==> src/sv/rau_pkg.sv <==
// ============================================================================
// rau_pkg - shared types and constants for the rational arithmetic unit
// Operation codes, field widths, sequencer states and the request/response
// structs between the front sequencer and the GCD reduction engine.
// ============================================================================
`timescale 1ns / 1ps
`default_nettype none

package rau_pkg;

    // Field widths
    localparam int MODE_W    = 2;
    localparam int NUM_W     = 16;
    localparam int DEN_W     = 15;
    localparam int RES_NUM_W = 32;
    localparam int RES_DEN_W = 31;
    localparam int OP_W      = 17;                  // multiplier operand, signed
    localparam int PROD_W    = 2 * OP_W;            // full product width
    localparam int MAG_W     = 31;                  // magnitudes in the reducer
    localparam int CNT_W     = 5;                   // step and shift counters

    // Last step of a restoring division (one quotient bit per step)
    localparam logic [CNT_W-1:0] DIV_LAST = CNT_W'(MAG_W - 1);

    // Operation codes
    localparam logic [MODE_W-1:0] MODE_ADD = 2'd0;
    localparam logic [MODE_W-1:0] MODE_SUB = 2'd1;
    localparam logic [MODE_W-1:0] MODE_MUL = 2'd2;
    localparam logic [MODE_W-1:0] MODE_DIV = 2'd3;

    // Front sequencer states
    typedef enum logic [2:0] {
        ST_IDLE,
        ST_MUL0,
        ST_MUL1,
        ST_MUL2,
        ST_MUL3,
        ST_START,
        ST_REDUCE,
        ST_OUT
    } top_state_t;

    // Reduction engine states
    typedef enum logic [2:0] {
        RD_IDLE,
        RD_TWOS,
        RD_LOOP,
        RD_DIVN,
        RD_DIVD
    } red_state_t;

    // Request from the front sequencer; mag and den hold while busy
    typedef struct packed {
        logic             start;
        logic [MAG_W-1:0] mag;
        logic [MAG_W-1:0] den;
    } red_req_t;

    // Response from the reduction engine
    typedef struct packed {
        logic             done;
        logic [MAG_W-1:0] quo_num;
        logic [MAG_W-1:0] quo_den;
    } red_rsp_t;

endpackage

`default_nettype wire

==> src/sv/rau_mult.sv <==
// ============================================================================
// rau_mult - shared signed multiplier
// One 17x17 signed multiply per cycle with a registered product; the
// sequencer issues the cross products through it one after another.
// ============================================================================
`timescale 1ns / 1ps
`default_nettype none

module rau_mult (
    input  wire logic                                   aclk,
    input  wire logic signed [rau_pkg::OP_W-1:0]        op_a,
    input  wire logic signed [rau_pkg::OP_W-1:0]        op_b,
    output logic signed      [rau_pkg::PROD_W-1:0]      prod
);

    logic signed [rau_pkg::PROD_W-1:0] prod_reg;
    logic signed [rau_pkg::PROD_W-1:0] prod_next;

    // Form the full product
    always_comb begin
        prod_next = op_a * op_b;
    end

    // Register the product
    always_ff @(posedge aclk) begin
        prod_reg <= prod_next;
    end

    assign prod = prod_reg;

endmodule

`default_nettype wire

==> src/sv/rau_reduce.sv <==
// ============================================================================
// rau_reduce - GCD reduction engine
// Binary GCD of numerator magnitude and denominator, then two restoring
// divisions by the GCD, all through one shared 33-bit subtractor.
// ============================================================================
`timescale 1ns / 1ps
`default_nettype none

module rau_reduce (
    input  wire logic                aclk,
    input  wire logic                aresetn,
    input  wire rau_pkg::red_req_t   req,
    output rau_pkg::red_rsp_t        rsp
);

    localparam int MW = rau_pkg::MAG_W;
    localparam int CW = rau_pkg::CNT_W;

    rau_pkg::red_state_t state_reg, state_next;

    logic [MW-1:0] x_reg,       x_next;
    logic [MW-1:0] y_reg,       y_next;
    logic [CW-1:0] k_reg,       k_next;
    logic [MW-1:0] g_reg,       g_next;
    logic [MW-1:0] rem_reg,     rem_next;
    logic [MW-1:0] dq_reg,      dq_next;
    logic [CW-1:0] cnt_reg,     cnt_next;
    logic [MW-1:0] quo_num_reg, quo_num_next;
    logic [MW-1:0] quo_den_reg, quo_den_next;
    logic          done_reg,    done_next;

    // Shared subtractor
    logic [MW:0]   trial;
    logic [MW:0]   sub_a;
    logic [MW:0]   sub_b;
    logic [MW+1:0] diff;
    logic          borrow;
    logic [MW-1:0] qword;

    // Select subtractor operands: GCD compare or division trial
    always_comb begin
        trial = {rem_reg, dq_reg[MW-1]};
        if (state_reg == rau_pkg::RD_LOOP) begin
            sub_a = {1'b0, x_reg};
            sub_b = {1'b0, y_reg};
        end else begin
            sub_a = trial;
            sub_b = {1'b0, g_reg};
        end
        diff   = {1'b0, sub_a} - {1'b0, sub_b};
        borrow = diff[MW+1];
        qword  = {dq_reg[MW-2:0], ~borrow};
    end

    // Sequence the GCD and the two divisions
    always_comb begin
        state_next   = state_reg;
        x_next       = x_reg;
        y_next       = y_reg;
        k_next       = k_reg;
        g_next       = g_reg;
        rem_next     = rem_reg;
        dq_next      = dq_reg;
        cnt_next     = cnt_reg;
        quo_num_next = quo_num_reg;
        quo_den_next = quo_den_reg;
        done_next    = 1'b0;

        case (state_reg)
            rau_pkg::RD_IDLE: begin
                if (req.start) begin
                    x_next     = req.mag;
                    y_next     = req.den;
                    k_next     = '0;
                    state_next = rau_pkg::RD_TWOS;
                end
            end
            rau_pkg::RD_TWOS: begin
                // Strip common factors of two
                if (!x_reg[0] && !y_reg[0]) begin
                    x_next = x_reg >> 1;
                    y_next = y_reg >> 1;
                    k_next = k_reg + CW'(1);
                end else begin
                    state_next = rau_pkg::RD_LOOP;
                end
            end
            rau_pkg::RD_LOOP: begin
                if (x_reg == '0) begin
                    // GCD is the odd part times the common power of two
                    g_next     = y_reg << k_reg;
                    rem_next   = '0;
                    dq_next    = req.mag;
                    cnt_next   = '0;
                    state_next = rau_pkg::RD_DIVN;
                end else if (!x_reg[0]) begin
                    x_next = x_reg >> 1;
                end else if (!y_reg[0]) begin
                    y_next = y_reg >> 1;
                end else if (borrow) begin
                    // Keep x the larger of the two odd values
                    x_next = y_reg;
                    y_next = x_reg;
                end else begin
                    x_next = {1'b0, diff[MW-1:1]};
                end
            end
            rau_pkg::RD_DIVN, rau_pkg::RD_DIVD: begin
                // One quotient bit per step
                rem_next = borrow ? trial[MW-1:0] : diff[MW-1:0];
                dq_next  = qword;
                cnt_next = cnt_reg + CW'(1);
                if (cnt_reg == rau_pkg::DIV_LAST) begin
                    rem_next = '0;
                    cnt_next = '0;
                    if (state_reg == rau_pkg::RD_DIVN) begin
                        quo_num_next = qword;
                        dq_next      = req.den;
                        state_next   = rau_pkg::RD_DIVD;
                    end else begin
                        quo_den_next = qword;
                        done_next    = 1'b1;
                        state_next   = rau_pkg::RD_IDLE;
                    end
                end
            end
            default: begin
                state_next = rau_pkg::RD_IDLE;
            end
        endcase
    end

    // Control state
    always_ff @(posedge aclk) begin
        if (!aresetn) begin
            state_reg <= rau_pkg::RD_IDLE;
            done_reg  <= 1'b0;
        end else begin
            state_reg <= state_next;
            done_reg  <= done_next;
        end
    end

    // Datapath registers
    always_ff @(posedge aclk) begin
        x_reg       <= x_next;
        y_reg       <= y_next;
        k_reg       <= k_next;
        g_reg       <= g_next;
        rem_reg     <= rem_next;
        dq_reg      <= dq_next;
        cnt_reg     <= cnt_next;
        quo_num_reg <= quo_num_next;
        quo_den_reg <= quo_den_next;
    end

    assign rsp.done    = done_reg;
    assign rsp.quo_num = quo_num_reg;
    assign rsp.quo_den = quo_den_reg;

endmodule

`default_nettype wire

==> src/sv/rational_arithmetic_unit.sv <==
// ============================================================================
// rational_arithmetic_unit - fraction add, subtract, multiply and divide
// Cross-multiplies two fractions and reduces the result by its GCD.
// ============================================================================
// Usage:
//   Slave channel: s_tuser carries the operation, s_tdata the two fractions.
//   Master channel: m_tdata carries the reduced numerator and the positive
//   denominator, m_tuser flags a divide by a zero fraction (the first
//   operand then comes back unreduced). A reduced zero result is given as 0/1.
//   One transaction in gives exactly one transaction out.
//   Timing: s_tready is high only while the unit is idle. A transaction
//   runs its cross products on the shared multiplier, then the binary
//   GCD on the shared subtractor (one step per cycle, as many steps as
//   the operands need), then two 31-step divisions by the GCD.
//   A divide by a zero fraction skips all of that and goes straight to output.
//   The result waits in an output register; a new transaction is accepted
//   while it waits, but the next result holds in the sequencer until the
//   receiver takes the previous one.
//   Reset: synchronous, active low; clears the sequencers and m_tvalid.
// ============================================================================
`timescale 1ns / 1ps
`default_nettype none

module rational_arithmetic_unit (
    input  wire logic        aclk,
    input  wire logic        aresetn,
    // Input transactions
    input  wire logic        s_tvalid,
    output logic             s_tready,
    input  wire logic [63:0] s_tdata,   // a_num[15:0], a_den[30:16], b_num[46:31],
                                        // b_den[61:47], zero pad [63:62]
    input  wire logic [1:0]  s_tuser,   // mode[1:0]
    // Result transactions
    output logic             m_tvalid,
    input  wire logic        m_tready,
    output logic [63:0]      m_tdata,   // res_num[31:0], res_den[62:32], zero pad [63]
    output logic             m_tuser    // div_zero[0]
);

    localparam int MW = rau_pkg::MAG_W;
    localparam int RN = rau_pkg::RES_NUM_W;
    localparam int RD = rau_pkg::RES_DEN_W;

    rau_pkg::top_state_t state_reg, state_next;

    // Captured operands
    logic [rau_pkg::MODE_W-1:0]       mode_reg, mode_next;
    logic signed [rau_pkg::NUM_W-1:0] an_reg,   an_next;
    logic [rau_pkg::DEN_W-1:0]        ad_reg,   ad_next;
    logic signed [rau_pkg::NUM_W-1:0] bn_reg,   bn_next;
    logic [rau_pkg::DEN_W-1:0]        bd_reg,   bd_next;

    // Working result
    logic signed [RN-1:0] num_reg,     num_next;
    logic [RD-1:0]        den_reg,     den_next;
    logic signed [RN-1:0] res_num_reg, res_num_next;
    logic [RD-1:0]        res_den_reg, res_den_next;
    logic                 dz_reg,      dz_next;

    // Output register
    logic                 m_valid_reg,   m_valid_next;
    logic [RN-1:0]        m_num_reg,     m_num_next;
    logic [RD-1:0]        m_den_reg,     m_den_next;
    logic                 m_dz_reg,      m_dz_next;

    // Multiplier operands
    logic signed [rau_pkg::OP_W-1:0]   op_a;
    logic signed [rau_pkg::OP_W-1:0]   op_b;
    logic signed [rau_pkg::PROD_W-1:0] prod;
    logic signed [rau_pkg::OP_W-1:0]   an17, ad17, bn17, bd17, an_div, bn_abs;

    // Input fields
    logic signed [rau_pkg::NUM_W-1:0] s_an, s_bn;
    logic [rau_pkg::DEN_W-1:0]        s_ad, s_bd, s_ad_fix, s_bd_fix;

    // Reducer handoff
    rau_pkg::red_req_t red_req;
    rau_pkg::red_rsp_t red_rsp;
    logic [RN-1:0]     mag_full;
    logic [RN-1:0]     quo32;

    assign s_an     = s_tdata[15:0];
    assign s_ad     = s_tdata[30:16];
    assign s_bn     = s_tdata[46:31];
    assign s_bd     = s_tdata[61:47];
    // Treat a zero denominator as one
    assign s_ad_fix = (s_ad == '0) ? rau_pkg::DEN_W'(1) : s_ad;
    assign s_bd_fix = (s_bd == '0) ? rau_pkg::DEN_W'(1) : s_bd;

    // Select cross-product operands per step
    always_comb begin
        an17   = {an_reg[rau_pkg::NUM_W-1], an_reg};
        bn17   = {bn_reg[rau_pkg::NUM_W-1], bn_reg};
        ad17   = {2'b00, ad_reg};
        bd17   = {2'b00, bd_reg};
        // Move the divisor sign to the numerator
        an_div = bn_reg[rau_pkg::NUM_W-1] ? -an17 : an17;
        bn_abs = bn_reg[rau_pkg::NUM_W-1] ? -bn17 : bn17;
        op_a   = '0;
        op_b   = '0;
        case (state_reg)
            rau_pkg::ST_MUL0: begin
                if (mode_reg == rau_pkg::MODE_MUL) begin
                    op_a = an17;
                    op_b = bn17;
                end else if (mode_reg == rau_pkg::MODE_DIV) begin
                    op_a = an_div;
                    op_b = bd17;
                end else begin
                    op_a = an17;
                    op_b = bd17;
                end
            end
            rau_pkg::ST_MUL1: begin
                op_a = ad17;
                op_b = bn17;
            end
            rau_pkg::ST_MUL2: begin
                op_a = ad17;
                op_b = (mode_reg == rau_pkg::MODE_DIV) ? bn_abs : bd17;
            end
            default: begin
                op_a = '0;
                op_b = '0;
            end
        endcase
    end

    rau_mult u_mult (
        .aclk (aclk),
        .op_a (op_a),
        .op_b (op_b),
        .prod (prod)
    );

    // Magnitude handoff to the reducer; the sign stays in num_reg
    assign mag_full      = num_reg[RN-1] ? (RN'(0) - num_reg) : num_reg;
    assign red_req.mag   = mag_full[MW-1:0];
    assign red_req.den   = den_reg;
    assign red_req.start = (state_reg == rau_pkg::ST_START);
    assign quo32         = {1'b0, red_rsp.quo_num};

    rau_reduce u_reduce (
        .aclk    (aclk),
        .aresetn (aresetn),
        .req     (red_req),
        .rsp     (red_rsp)
    );

    // Sequence one transaction
    always_comb begin
        state_next   = state_reg;
        mode_next    = mode_reg;
        an_next      = an_reg;
        ad_next      = ad_reg;
        bn_next      = bn_reg;
        bd_next      = bd_reg;
        num_next     = num_reg;
        den_next     = den_reg;
        res_num_next = res_num_reg;
        res_den_next = res_den_reg;
        dz_next      = dz_reg;
        m_valid_next = m_valid_reg;
        m_num_next   = m_num_reg;
        m_den_next   = m_den_reg;
        m_dz_next    = m_dz_reg;

        // Drop the output once taken
        if (m_valid_reg && m_tready) begin
            m_valid_next = 1'b0;
        end

        case (state_reg)
            rau_pkg::ST_IDLE: begin
                if (s_tvalid) begin
                    mode_next = s_tuser;
                    an_next   = s_an;
                    ad_next   = s_ad_fix;
                    bn_next   = s_bn;
                    bd_next   = s_bd_fix;
                    if (s_tuser == rau_pkg::MODE_DIV && s_bn == '0) begin
                        // Divide by a zero fraction: pass the first operand
                        res_num_next = {{(RN - rau_pkg::NUM_W){s_an[rau_pkg::NUM_W-1]}}, s_an};
                        res_den_next = {{(RD - rau_pkg::DEN_W){1'b0}}, s_ad_fix};
                        dz_next      = 1'b1;
                        state_next   = rau_pkg::ST_OUT;
                    end else begin
                        dz_next    = 1'b0;
                        state_next = rau_pkg::ST_MUL0;
                    end
                end
            end
            rau_pkg::ST_MUL0: begin
                state_next = rau_pkg::ST_MUL1;
            end
            rau_pkg::ST_MUL1: begin
                num_next   = prod[RN-1:0];
                state_next = rau_pkg::ST_MUL2;
            end
            rau_pkg::ST_MUL2: begin
                if (mode_reg == rau_pkg::MODE_ADD) begin
                    num_next = num_reg + prod[RN-1:0];
                end else if (mode_reg == rau_pkg::MODE_SUB) begin
                    num_next = num_reg - prod[RN-1:0];
                end
                state_next = rau_pkg::ST_MUL3;
            end
            rau_pkg::ST_MUL3: begin
                den_next   = prod[RD-1:0];
                state_next = rau_pkg::ST_START;
            end
            rau_pkg::ST_START: begin
                state_next = rau_pkg::ST_REDUCE;
            end
            rau_pkg::ST_REDUCE: begin
                if (red_rsp.done) begin
                    res_num_next = num_reg[RN-1] ? (RN'(0) - quo32) : quo32;
                    res_den_next = red_rsp.quo_den;
                    state_next   = rau_pkg::ST_OUT;
                end
            end
            rau_pkg::ST_OUT: begin
                // Hold until the output register is free
                if (!m_valid_reg || m_tready) begin
                    m_valid_next = 1'b1;
                    m_num_next   = res_num_reg;
                    m_den_next   = res_den_reg;
                    m_dz_next    = dz_reg;
                    state_next   = rau_pkg::ST_IDLE;
                end
            end
            default: begin
                state_next = rau_pkg::ST_IDLE;
            end
        endcase
    end

    // Control state
    always_ff @(posedge aclk) begin
        if (!aresetn) begin
            state_reg   <= rau_pkg::ST_IDLE;
            m_valid_reg <= 1'b0;
        end else begin
            state_reg   <= state_next;
            m_valid_reg <= m_valid_next;
        end
    end

    // Payload registers
    always_ff @(posedge aclk) begin
        mode_reg    <= mode_next;
        an_reg      <= an_next;
        ad_reg      <= ad_next;
        bn_reg      <= bn_next;
        bd_reg      <= bd_next;
        num_reg     <= num_next;
        den_reg     <= den_next;
        res_num_reg <= res_num_next;
        res_den_reg <= res_den_next;
        dz_reg      <= dz_next;
        m_num_reg   <= m_num_next;
        m_den_reg   <= m_den_next;
        m_dz_reg    <= m_dz_next;
    end

    assign s_tready = (state_reg == rau_pkg::ST_IDLE);
    assign m_tvalid = m_valid_reg;
    assign m_tdata  = {1'b0, m_den_reg, m_num_reg};
    assign m_tuser  = m_dz_reg;

endmodule

`default_nettype wire

==> config.mk <==
export PLATFORM = sky130hd
export DESIGN_NAME = rational_arithmetic_unit
export DESIGN_NICKNAME = d
export VERILOG_FILES = /design/src/sv/rau_pkg.sv /design/src/sv/rau_mult.sv /design/src/sv/rau_reduce.sv /design/src/sv/rational_arithmetic_unit.sv
export SDC_FILE = /design/constraint.sdc
export NUM_CORES = 2
export LEC_CHECK = 0
export BUFFER_PORTS_ARGS = -buffer_cell sky130_fd_sc_hd__buf_4
export CORE_MARGIN = 3
export CORE_UTILIZATION = 60
export CTS_CLUSTER_SIZE = 16
export DETAILED_ROUTE_END_ITERATION = 16
export PLACE_DENSITY = 0.76
export SETUP_SLACK_MARGIN = 0.2
export SYNTH_ARGS = -nofsm -noshare
export SYNTH_HDL_FRONTEND = slang
export SYNTH_SLANG_ARGS = --single-unit
==> constraint.sdc <==
create_clock -name aclk -period 10.98 [get_ports aclk]
set_clock_uncertainty 0.2 [all_clocks]
set_input_delay 0 -clock aclk [delete_from_list [all_inputs] [get_ports aclk]]
set_output_delay 0 -clock aclk [all_outputs]
set_load 0.03 [all_outputs]
==> out/summary.txt <==
outcome - complete, no violations
hold_ws - 0.0402 ns
clock slew at reported path FFs - 0.07 ns
synth top area cells - edfxtp_1 38%, fa_1 15%, ha_1 5.0%
Post-Route WL - 110,000 µm
area of the core - 0.0621 mm²
Synth cell types - 87
startpoint class of the critical path - flop
Synthesized Nets - 4,247
share of layout cells above drive strength 1 - 8.83%
Final Hold Vio Count - 0
CP startpoint - state_reg[1]
hold_sp - s_tdata[9]
DR iter-0 viols - 3,698
#FFs+latches synth - 522
Seq/Total Area, Yosys - 40.3%
Final Cycle Share - 86.0%
# resized after CTS - 0
io pins - 137
initial antenna violation count - 2
Async S/R FF share, synth - 0%
Worst Path Arrival - 9.75 ns
Relative slew margins - 11.3%
top cell type's share of synthesized area - 38.2%
total power per unit cell area - 177 mW/mm²
EDFF count, synth - 482
final non-filler cell total - 4,799
Crit Path Class - reg -> reg
Max-cap violations - 0
endpoint required time on the critical path - 11.29 ns
CTS sink cnt - 522
CTS Buffer Depth - 3
grt total ovfl - 0
Peak VDD IR - 0.132 mV
commonest non-fill, non-tap cell in the layout - nand2_1
pin count of the biggest net entering global routing - 65
# setup viols final - 0
commonest cells after routing, fill and taps aside - 483 x nand2_1, 482 x edfxtp_1, 406 x inv_1, 312 x nor2_1, 284 x fa_1
most common flop cell mapped by yosys - edfxtp_1
first-pass iteration count of the detailed router - 8
post-synthesis cell count - 3,741
Hold Path Class - in -> reg
fmax - 106 MHz
final slew viol count - 0
Worst Setup End Kind - flop
first-pass GRT wire length - 171,000 µm
Synth Cell Area - 0.0379 mm²
drt via density - 6.18
Initial Util - 61.1%
Ys Warns - 0
num rows - 91
fin nets - 4,424
LEAKAGE - 17.4 nW
DR vias - 29,700
Num CTS Buffers - 53
H-tree levels - 2
Crit Path Max Fanout - 19
Die Y - 257 µm
All-Layer GR Usage - 33.2%
setup repair bufs after CTS - 0
clk_lat worst skew - 0.64 ns
Die X - 257 µm
HPWL Detailed - 78,300 µm
root buf cell - clkbuf_16
Die ar. - 0.0662 mm²
DRC Markers - 0
leading area contributor after synthesis - edfxtp_1
Mean Syn Cell Area - 10.1 µm²
post-DR wirelength/cell - 22.8 µm
IO buf count - 133
Slew @ Worst Pin - 1.33 ns
vias in the first global route - 29,000
reg2reg start - state_reg[1]
Reg2Reg Depth - 27
WHS Path Cells - 4
RSZ-0062 raised after global routing - no
Routability Congestion - 0.962
CTS tree - built
setup TNS - 0 ns
Detail Route Antenna Nets - 0
# placed instances - 4,569
Area Growth Syn to Fin - 12.7%
diodes inserted - 0
Min Clock Period, post-route - 9.44 ns
# hold bufs at CTS - 131
-- metrics by stage --
step / worst slack [ns] / utilization, % / instance area [µm²] / power [mW]
2_1_floorplan: 2.97 / - / 37900 / 4.82
3_3_place_gp: 2.03 / 64.0 / 39700 / 5.60
3_5_place_dp: 1.98 / 64.0 / 39700 / 5.64
4_1_cts: 1.88 / 68.8 / 42700 / 7.47
5_1_grt: 0.991 / 68.8 / 42700 / 7.97
6_report: 1.54 / 68.8 / 42700 / 7.56
-- path summary, 6_finish.rpt --
check / endpoint / slack (ns)
hold reg to reg: m_num_reg[22] / 0.22
setup / recovery: u_mult.prod[31] / 1.54
setup reg to reg: u_mult.prod[31] / 1.54
hold / removal: res_num_reg[9] / 0.04
-- where the power goes --
part	total [mW]	switching, mW	internal [mW]
Combinational	2.93	1.79	1.15
Clock	1.81	0.806	1.01
Sequential	2.81	0.327	2.49
-- cells in the mapped netlist, types with 86 or more instances --
cell type,n
nor2_1,316
clkbuf_1,172
xor2_1,94
edfxtp_1,482
nand2_1,484
fa_1,284
a21oi_1,195
o21ai_0,193
xnor2_1,104
ha_1,152
mux2i_1,86
inv_1,406
-- metal layers --
layer	up-vias	GRT usage, %	routed length [µm]
li1	13200	-	-
met1	14300	47.2	43200
met2	1897	51.0	48700
met3	247	7.69	13600
met4	2	10.5	4070
met5	-	0	33
-- layout make-up --
cell class / count / area (µm²)
multi-input combinational: 2615 / 20400
fill: 4482 / 19300
sequential: 522 / 15300
timing repair buffer: 317 / 2710
inverter: 409 / 1540
clock buffer: 69 / 1410
tap: 837 / 1050
clock inverter: 30 / 308
-- logic make-up (layout without fill, tap and decap cells) --
| logic type | Yosys count | count (layout) | synth area share, % |
|---|---|---|---|
| flops | 522 | 522 | 40.3 |
| xor+xnor | 198 | 198 | 4.58 |
| other cells | 1 | 1 | 0.00990 |
| fa+ha+maj | 436 | 436 | 20.0 |
| buf+inv | 604 | 825 | 6.02 |
| compound gates | 741 | 741 | 12.3 |
| simple gates | 1114 | 1114 | 13.1 |
| mux | 125 | 125 | 3.67 |
-- worst max-delay path: stages (launching register included) --
cell      delay, ns
dfxtp_1        0.53
nor2b_1        0.20
buf_4          0.24
and2_1         0.72
nand2_1        0.52
a21oi_1        0.33
o21ai_0        0.25
nand2_1        0.55
nand2_1        0.20
fa_1           0.58
inv_1          0.05
fa_1           0.48
fa_1           0.56
fa_1           0.54
fa_1           0.55
inv_1          0.06
fa_1           0.55
inv_1          0.05
ha_1           0.36
a21o_1         0.20
a21o_1         0.17
a21o_1         0.18
a21o_1         0.17
a21oi_1        0.19
nor3b_1        0.27
a211oi_1       0.18
o31ai_1        0.32
xnor2_1        0.14
Note: power is estimated with default switching activity, not from simulation.
